===== src/hdl/mlf_pkg.sv =====
`default_nettype none
// ----------------------------------------------------------------------------
// mlf_pkg
// Shared types and fixed field widths for the MAC learning forwarder.
// ----------------------------------------------------------------------------
package mlf_pkg;

   localparam int MAC_W  = 48;
   localparam int PORT_W = 4;
   localparam int MASK_W = 16;
   localparam int CFG_W  = 5;

   localparam logic [CFG_W-1:0] NUM_PORTS_RESET = 5'd2;

   typedef logic [MAC_W-1:0]  mac_type;
   typedef logic [PORT_W-1:0] port_type;
   typedef logic [MASK_W-1:0] mask_type;
   typedef logic [CFG_W-1:0]  cfg_type;

   typedef enum logic [1:0] {
      ST_IDLE,
      ST_SCAN,
      ST_FINISH
   } state_type;

endpackage : mlf_pkg
`default_nettype wire


===== src/hdl/mac_learning_forwarder_top.sv =====
`default_nettype none
// ----------------------------------------------------------------------------
// mac_learning_forwarder_top
// Layer-2 address learning and forwarding: one sequential pass over the
// address table matches both keys, then learns the source and forms the mask.
// ----------------------------------------------------------------------------
// the result strobe follows a scan of the fill learned entries (fill at
//   most TABLE_ENTRIES) and the finish state that forms the result
// transactions are taken one at a time: busy holds off a new one until
//   its result is formed; the table's single read port is scanned one entry per cycle
// reset: table empty (fill count zero), num_ports = 2, block idle
// results are not back-pressured: each strobe lasts exactly one cycle
module mac_learning_forwarder_top #(
   parameter int TABLE_ENTRIES = 32,
   parameter int MAX_PORTS     = 16
) (
   input  wire                   clock,
   input  wire                   reset,
   // request channel
   input  wire                   start,
   output logic                  busy,
   input  wire  mlf_pkg::mac_type  req_src_mac,
   input  wire  mlf_pkg::mac_type  req_dst_mac,
   input  wire  mlf_pkg::port_type req_ingress_port,
   // result channel
   output logic                  rsp_strobe,
   output mlf_pkg::mask_type     rsp_egress_mask,
   output logic                  rsp_flooded,
   output logic                  rsp_learned,
   output logic                  rsp_table_full,
   // configuration write channel
   input  wire                   csr_valid,
   output logic                  csr_ready,
   input  wire  mlf_pkg::cfg_type  csr_num_ports
);
   import mlf_pkg::*;

   localparam int AW = (TABLE_ENTRIES > 1) ? $clog2(TABLE_ENTRIES) : 1;
   localparam int CW = $clog2(TABLE_ENTRIES + 1);
   localparam int EW = MAC_W + PORT_W;
   localparam logic [CW-1:0] FULL_COUNT = CW'(TABLE_ENTRIES);
   localparam cfg_type       PORT_LIMIT = CFG_W'(MAX_PORTS);

   // table memory: {port, mac} per entry, entries below the fill count valid
   logic [EW-1:0] table_mem [TABLE_ENTRIES];
   logic [EW-1:0] rd_data_ff;

   state_type     state_ff, state_in;
   logic [CW-1:0] fill_ff, fill_in;
   logic [CW-1:0] idx_ff, idx_in;
   logic          rd_vld_ff;
   cfg_type       num_ports_ff, num_ports_in;

   mac_type       src_ff, dst_ff;
   port_type      port_ff;
   logic          src_hit_ff, src_hit_in;
   logic          dst_hit_ff, dst_hit_in;
   port_type      dst_port_ff, dst_port_in;

   logic          strobe_ff;
   mask_type      mask_ff, mask_in;
   logic          flooded_ff, flooded_in;
   logic          learned_ff, learned_in;
   logic          full_ff, full_in;

   logic          accept;
   logic          rd_en;
   logic          finish;
   logic          scan_done;
   logic          src_match, dst_match;
   logic          learn;
   logic          hit;
   port_type      hit_port;
   port_type      partner;
   cfg_type       limit;
   mask_type      flood_mask;

   assign accept    = start && !busy;
   assign scan_done = (idx_ff == fill_ff);
   assign csr_ready = 1'b1;

   // next state
   always_comb begin
      state_in = state_ff;
      case (state_ff)
         ST_IDLE: begin
            if (start) state_in = ST_SCAN;
         end
         ST_SCAN: begin
            if (scan_done) state_in = ST_FINISH;
         end
         ST_FINISH: state_in = ST_IDLE;
         default:   state_in = ST_IDLE;
      endcase
   end

   // state outputs
   always_comb begin
      busy   = 1'b1;
      rd_en  = 1'b0;
      finish = 1'b0;
      case (state_ff)
         ST_IDLE:   busy   = 1'b0;
         ST_SCAN:   rd_en  = !scan_done;
         ST_FINISH: finish = 1'b1;
         default:   busy   = 1'b1;
      endcase
   end

   // compare the entry read in the previous cycle against both keys
   always_comb begin
      src_match   = rd_vld_ff && (rd_data_ff[MAC_W-1:0] == src_ff);
      dst_match   = rd_vld_ff && (rd_data_ff[MAC_W-1:0] == dst_ff);
      src_hit_in  = accept ? 1'b0 : (src_hit_ff | src_match);
      dst_hit_in  = accept ? 1'b0 : (dst_hit_ff | dst_match);
      dst_port_in = dst_match ? rd_data_ff[EW-1:MAC_W] : dst_port_ff;
      idx_in      = accept ? '0 : (rd_en ? idx_ff + 1'b1 : idx_ff);
   end

   // learn, then forward; a destination equal to a just-learned source hits
   always_comb begin
      learn    = !src_hit_ff && (fill_ff < FULL_COUNT);
      hit      = dst_hit_ff || (learn && (dst_ff == src_ff));
      hit_port = dst_hit_ff ? dst_port_ff : port_ff;
      partner  = port_ff ^ PORT_W'(1);
      limit    = (num_ports_ff > PORT_LIMIT) ? PORT_LIMIT : num_ports_ff;
      for (int j = 0; j < MASK_W; j++) begin
         flood_mask[j] = (CFG_W'(j) < limit) && (PORT_W'(j) != port_ff)
                         && (PORT_W'(j) != partner);
      end
      flood_mask[partner] = 1'b1;

      mask_in    = hit ? (MASK_W'(1) << hit_port) : flood_mask;
      flooded_in = !hit;
      learned_in = learn;
      full_in    = !src_hit_ff && !learn;
      fill_in    = (finish && learn) ? fill_ff + 1'b1 : fill_ff;
      num_ports_in = (csr_valid && csr_ready) ? csr_num_ports : num_ports_ff;
   end

   always_ff @(posedge clock) begin
      if (reset) begin
         state_ff     <= ST_IDLE;
         fill_ff      <= '0;
         idx_ff       <= '0;
         rd_vld_ff    <= 1'b0;
         num_ports_ff <= NUM_PORTS_RESET;
         strobe_ff    <= 1'b0;
         src_hit_ff   <= 1'b0;
         dst_hit_ff   <= 1'b0;
      end else begin
         state_ff     <= state_in;
         fill_ff      <= fill_in;
         idx_ff       <= idx_in;
         rd_vld_ff    <= rd_en;
         num_ports_ff <= num_ports_in;
         strobe_ff    <= finish;
         src_hit_ff   <= src_hit_in;
         dst_hit_ff   <= dst_hit_in;
      end
   end

   // payload registers
   always_ff @(posedge clock) begin
      if (accept) begin
         src_ff  <= req_src_mac;
         dst_ff  <= req_dst_mac;
         port_ff <= req_ingress_port;
      end
      dst_port_ff <= dst_port_in;
      if (finish) begin
         mask_ff    <= mask_in;
         flooded_ff <= flooded_in;
         learned_ff <= learned_in;
         full_ff    <= full_in;
      end
   end

   // table memory ports
   always_ff @(posedge clock) begin
      if (rd_en) rd_data_ff <= table_mem[idx_ff[AW-1:0]];
   end

   always_ff @(posedge clock) begin
      if (finish && learn) table_mem[fill_ff[AW-1:0]] <= {port_ff, src_ff};
   end

   assign rsp_strobe      = strobe_ff;
   assign rsp_egress_mask = mask_ff;
   assign rsp_flooded     = flooded_ff;
   assign rsp_learned     = learned_ff;
   assign rsp_table_full  = full_ff;

endmodule : mac_learning_forwarder_top
`default_nettype wire


===== config.mk =====
export PLATFORM = sky130hd
export DESIGN_NAME = mac_learning_forwarder_top
export DESIGN_NICKNAME = d
export VERILOG_FILES = /design/src/hdl/mlf_pkg.sv /design/src/hdl/mac_learning_forwarder_top.sv
export SDC_FILE = /design/constraint.sdc
export NUM_CORES = 2
export LEC_CHECK = 0
export BUFFER_PORTS_ARGS = -buffer_cell sky130_fd_sc_hd__buf_2
export CAP_MARGIN = 10
export CELL_PAD_IN_SITES_DETAIL_PLACEMENT = 2
export CELL_PAD_IN_SITES_GLOBAL_PLACEMENT = 2
export CORE_UTILIZATION = 46
export DETAILED_ROUTE_END_ITERATION = 8
export PLACE_DENSITY = 0.81
export SKIP_CTS_REPAIR_TIMING = 1
export SLEW_MARGIN = 20
export SYNTH_ARGS = -nofsm -noshare
export SYNTH_HDL_FRONTEND = slang
export SYNTH_SLANG_ARGS = --single-unit

===== constraint.sdc =====
create_clock -name clock -period 6.1 [get_ports clock]
set_input_delay 1.22 -clock clock [delete_from_list [all_inputs] [get_ports clock]]
set_output_delay 1.22 -clock clock [all_outputs]
set_load 0.01 [all_outputs]

# Yosys cells after proc, flatten, opt, wreduce, memory -nomap -nowiden
# Memories as Yosys holds them, arrays and structs flattened. A register that Yosys moved wholly into a read port is not among the register bits.
# Cells that the tools add are included.
# classes
add_sub_neg,2
magnitude_cmp,20
eq_ne,38
shifts,1
mux,13
bitwise,4
reduce_logical,50
# ops
op,count
== test 48 bit,3
!= test 4 bit (first input constant),16
logical AND 1 bit,40
< comparator 4 x 5 -> 1 bit (first input constant),8
!= test 3 x 4 -> 1 bit (first input constant),8
< comparator 3 x 5 -> 1 bit (first input constant),4
2-to-1 mux 16 bit,1
!= test 2 x 4 -> 1 bit (first input constant),4
OR 16 bit,1
left shift 1 x 4 -> 16 bit (first input constant),1
adder 6 x 1 -> 6 bit (second input constant),2
< comparator 1 x 5 -> 1 bit (first input constant),2
< comparator 2 x 5 -> 1 bit (first input constant),2
!= test 1 x 4 -> 1 bit (first input constant),2
nonzero test 4 bit,2
== test 6 bit,1
< comparator 6 bit (second input constant),1
2-to-1 mux 1 bit,6
> comparator 5 bit (second input constant),1
< comparator 4 x 5 -> 1 bit (second input constant),1
2-to-1 mux 5 bit,1
demux 1 bit (select 4 bit),1
>= comparator 4 x 1 -> 1 bit (second input constant),1
zero test 1 bit,4
12 further kinds,15
# totals
reg_bits,146
ramBits,1664
inputBits,109
output_inout_bits,22
elab_cells,145
mem_count,1
# mem_list
name,words,width,read_ports,rd_ports_with_merged_regs,wr,line_no,source
table_mem,32,52,1,1,1,mac_learning_forwarder_top.sv:45,logic [EW-1:0] table_mem [TABLE_ENTRIES];

# Logic depth before layout (Yosys ltp)
# logic_depth
depth_word,7
ltp_mapped,9
mapped_depth_nobuf,6

# Worst setup path after synthesis
# No wires, ideal clock.
# synth_timing
kind,input -> register
start,input port start
end,register dst_hit_ff
setup_ns,0.115
arrival_time_ns,6.357
setup_slack_ns,-0.372
stages,5
path_cell_list,inv_1 -> nor2_1 -> or2_2 -> clkbuf_1 -> o21ba_2
# synth_via
elab_chain_len,2
# synth_lines
element,line_no,source
"start, declared",mac_learning_forwarder_top.sv:20,"input wire start,"
logical AND 1 bit,mac_learning_forwarder_top.sv:78,assign accept = start && !busy;
net accept,mac_learning_forwarder_top.sv:66,logic accept;
OR reduction 2 bit (no source line),-,
"end signal, assigned",mac_learning_forwarder_top.sv:159,dst_hit_ff <= dst_hit_in;
"end, declared",mac_learning_forwarder_top.sv:57,"logic dst_hit_ff, dst_hit_in;"
# The timed path passes the listed nets, and every way through them passes these cells.
# A chain may end at the register's enable or synchronous reset.

# Worst setup path in the final report
# layout_timing
start,register src_hit_ff
end,"register mask_ff[9], in the netlist rsp_egress_mask[9], data pin"
# layout_via
elab_chain_len,5
# layout_lines
element,line_no,source
"start, declared",mac_learning_forwarder_top.sv:56,"logic src_hit_ff, src_hit_in;"
"start signal, assigned",mac_learning_forwarder_top.sv:158,src_hit_ff <= src_hit_in;
zero test 1 bit,mac_learning_forwarder_top.sv:122,learn = !src_hit_ff && (fill_ff < FULL_COUNT);
logical AND 1 bit,mac_learning_forwarder_top.sv:122,
net learn,mac_learning_forwarder_top.sv:71,logic learn;
logical AND 1 bit,mac_learning_forwarder_top.sv:123,hit = dst_hit_ff || (learn && (dst_ff == src_ff));
logical OR 1 bit,mac_learning_forwarder_top.sv:123,
2-to-1 mux 16 bit,mac_learning_forwarder_top.sv:133,mask_in = hit ? (MASK_W'(1) << hit_port) : flood_mask;
net mask_in[9],mac_learning_forwarder_top.sv:61,"mask_type mask_ff, mask_in;"
"end signal, assigned",mac_learning_forwarder_top.sv:172,mask_ff <= mask_in;
"end, declared",mac_learning_forwarder_top.sv:61,
# The timed path passes the listed nets, and every way through them passes these cells.

==> metrics.md <==
| Metric | Value |
|---|---|
| Post-Syn Nets | 3,113 |
| Drc violations | 32 |
| DP HPWL | 141 mm |
| Top FF cell, synth | edfxtp_1 |
| Chip Width | 396 um |
| Setup Total Neg Slack | 0 ns |
| Rows | 144 |
| Final worst-path cycle share | 71.7% |
| Root buffer cell | clkbuf_16 |
| Cells after Synth | 2,999 |
| Die height | 396 um |
| Largest area contributor in the netlist | edfxtp_1 |
| Mapped cell area | 71,500 um^2 |
| Drt first pass iters | 8 |
| # clock sinks | 1,862 |
| Worst slew pin tran | 1.20 ns |
| Netlist cell types | 49 |
| Clock buffer depth | 3 |
| Antenna violations before repair | 10 |
| CTS tree | done |
| Top cells by area, synth | edfxtp_1, mux4_2, xor2_1 |
| CTS H-Tree Depth | 4 |
| Hold Crit Class | flop to flop |
| Post-DRT Antenna Nets | 0 |
| Total gr overflow | 0 |
| Via density | 6.74 |
| Worst-skew pair later-pin latency | 0.83 ns |
| Commonest cells in the netlist | edfxtp_1, mux4_2, xor2_1 |
| Max Cap Violations | 0 |
| Drt wl/cell | 46.7 um |
| Vias | 37,200 |
| Tmin final | 4.37 ns |
| Maximum VDD drop | 0.312 mV |
| Io pins | 131 |
| Num CTS Buffers | 191 |
| Syn. warnings | 0 |
| Vias in the first global route | 39,100 |
| Die footprint | 157,000 um^2 |
| Total power | 27,000 uW |
| Fin. Hold Viols | 0 |
| Drt initial violations | 5,587 |
| Worst endpoint required time | 6.63 ns |
| Critical path startpoint | src_hit_ff |
| Critical path type | flop to flop |
| Failing checks | DRC |
| Number of synthesized register bits | 1,862 |
| Largest net degree at the start of global routing | 125 |
| Syn-to-layout area delta | 14.5% |
| Fin. max-slew vios | 0 |
| Final net count | 3,424 |
| Clock Pin Slew Worst Setup and Hold Paths | 0.07 ns |
| Status | finished with violations |
| RR Startpoint | src_hit_ff |
| Unrepaired setup endpoints after global routing | false |
| Worst endpoint data arrival time | 4.90 ns |
| Share of the synthesized area in the top cell type | 77.3% |
| Async set or reset register ratio after synthesis | 0% |
| Post-synth EDFFs | 1,839 |
| Share of post-route cells with drive strength above 1 | 33.2% |
| WL final | 257 mm |
| Seq/Total Area, Yosys | 77.9% |
| Initial Util | 46.3% |
| Core area | 154,000 um^2 |
| IO buf count | 129 |
| First-pass GRT wire length | 348 mm |
| Static Leakage | 0.0248 uW |
| Fmax | 0.229 GHz |
| Setup Viol. Count Final | 0 |
| Global placement routability congestion | 0.839 |
| GR Util All Layers | 33.1% |
| PD cells | 330 nW/um^2 |
| Max_slew headroom | 20.0% |
| Syn avg cell area | 23.8 um^2 |
| Fill cells | 13,000 |
| Worst setup SP type | flop |
| Critical Path Fanout Max | 17 |
| Hold Path Origin | rd_data_ff[49] |
| Cell with the most instances after synthesis | edfxtp_1 |
| Skew final | 0.0564 ns |
| CP Capture Type | flop |
-- per-layer routing --
metal	vias up	track usage, %	share of wire [%]
met4	4	12.8	4.4
met3	592	6.94	9.3
met5	-	0	0.0078
met2	2765	55.1	50
met1	20400	42.8	37
li1	13400	-	-
-- logic make-up after synthesis --
family | Yosys count | synth area share, %
XOR/XNOR | 156 | 1.91
other | 1 | 0.00525
AO/OA/AOI/OAI | 61 | 0.588
buffers and inverters | 155 | 0.982
flip-flops | 1862 | 77.9
adder cells (fa/ha/maj) | 5 | 0.0875
multiplexers | 578 | 17.3
AND/OR/NAND/NOR | 181 | 1.23
-- worst max-delay path, stage by stage (launching register included) --
cell      delay (ns)
dfxtp_1         0.43
nor2_1          0.76
o221ai_1        0.36
nor4_1          0.63
nand4_1         0.75
nand2_1         0.74
mux2_2          0.40
-- area by class of cell --
class                      instances  area [um^2]  area share [%]
antenna                            1         2.50         0.00306
clock buffer                     232         5090            6.22
clock inverter                   118          940            1.15
multi-input combinational        982        15400            18.8
tap                             2044         2560            3.12
timing repair buffer             257         2150            2.62
sequential                      1862        55700            68.1
inverter                          16         60.1          0.0734
-- metrics by stage --
step	instances	util, %	hold slack, ns	worst slack (ns)	area (um^2)
final	5512	53.1	0.429	1.73	81900
after global routing	5512	53.1	0.447	1.78	81900
after CTS	5498	52.9	0.433	1.83	81600
after detailed placement	5148	49.0	0.406	1.94	75600
after global placement	5146	49.0	0.403	2.25	75500
after floorplan	2999	-	0.400	1.37	71500
-- where the power goes --
group	internal [uW]	switching, uW	leakage, uW	total [uW]
sequential	14200	106	0.0168	14300
combinational	204	561	0.00506	765
clock	6450	5480	0.00298	11900
total	20800	6140	0.0248	27000
-- final timing paths --
check	cells past startpoint	slack (ns)	endpoint
min reg2reg	0	0.43	dst_port_ff[1]
max	6	1.73	rsp_egress_mask[9]
min	0	0.43	dst_port_ff[1]
max reg2reg	6	1.73	rsp_egress_mask[9]
-- state kept, by name, summed over array words and instances, names as in the netlist, 4 cells and up --
name and count:
idx_ff 6, src_ff 48, num_ports_ff 5, rd_data_ff 52
dst_port_ff 4, dst_ff 48, rsp_egress_mask 16, port_ff 4
table_mem 1664, fill_ff 6
-- cell usage in the layout, fill, tap and decap left out, types with 21 or more instances in the layout --
master / n
clkinv_1: 47
mux4_2: 520
mux2_2: 53
nand4_1: 22
nor2_4: 33
buf_12: 33
nor4_1: 21
clkinv_2: 46
nor2_1: 42
clkbuf_1: 30
edfxtp_1: 1839
buf_2: 129
clkbuf_16: 195
xnor2_1: 76
buf_4: 84
xor2_1: 80
(Power assumes the default switching activity.)
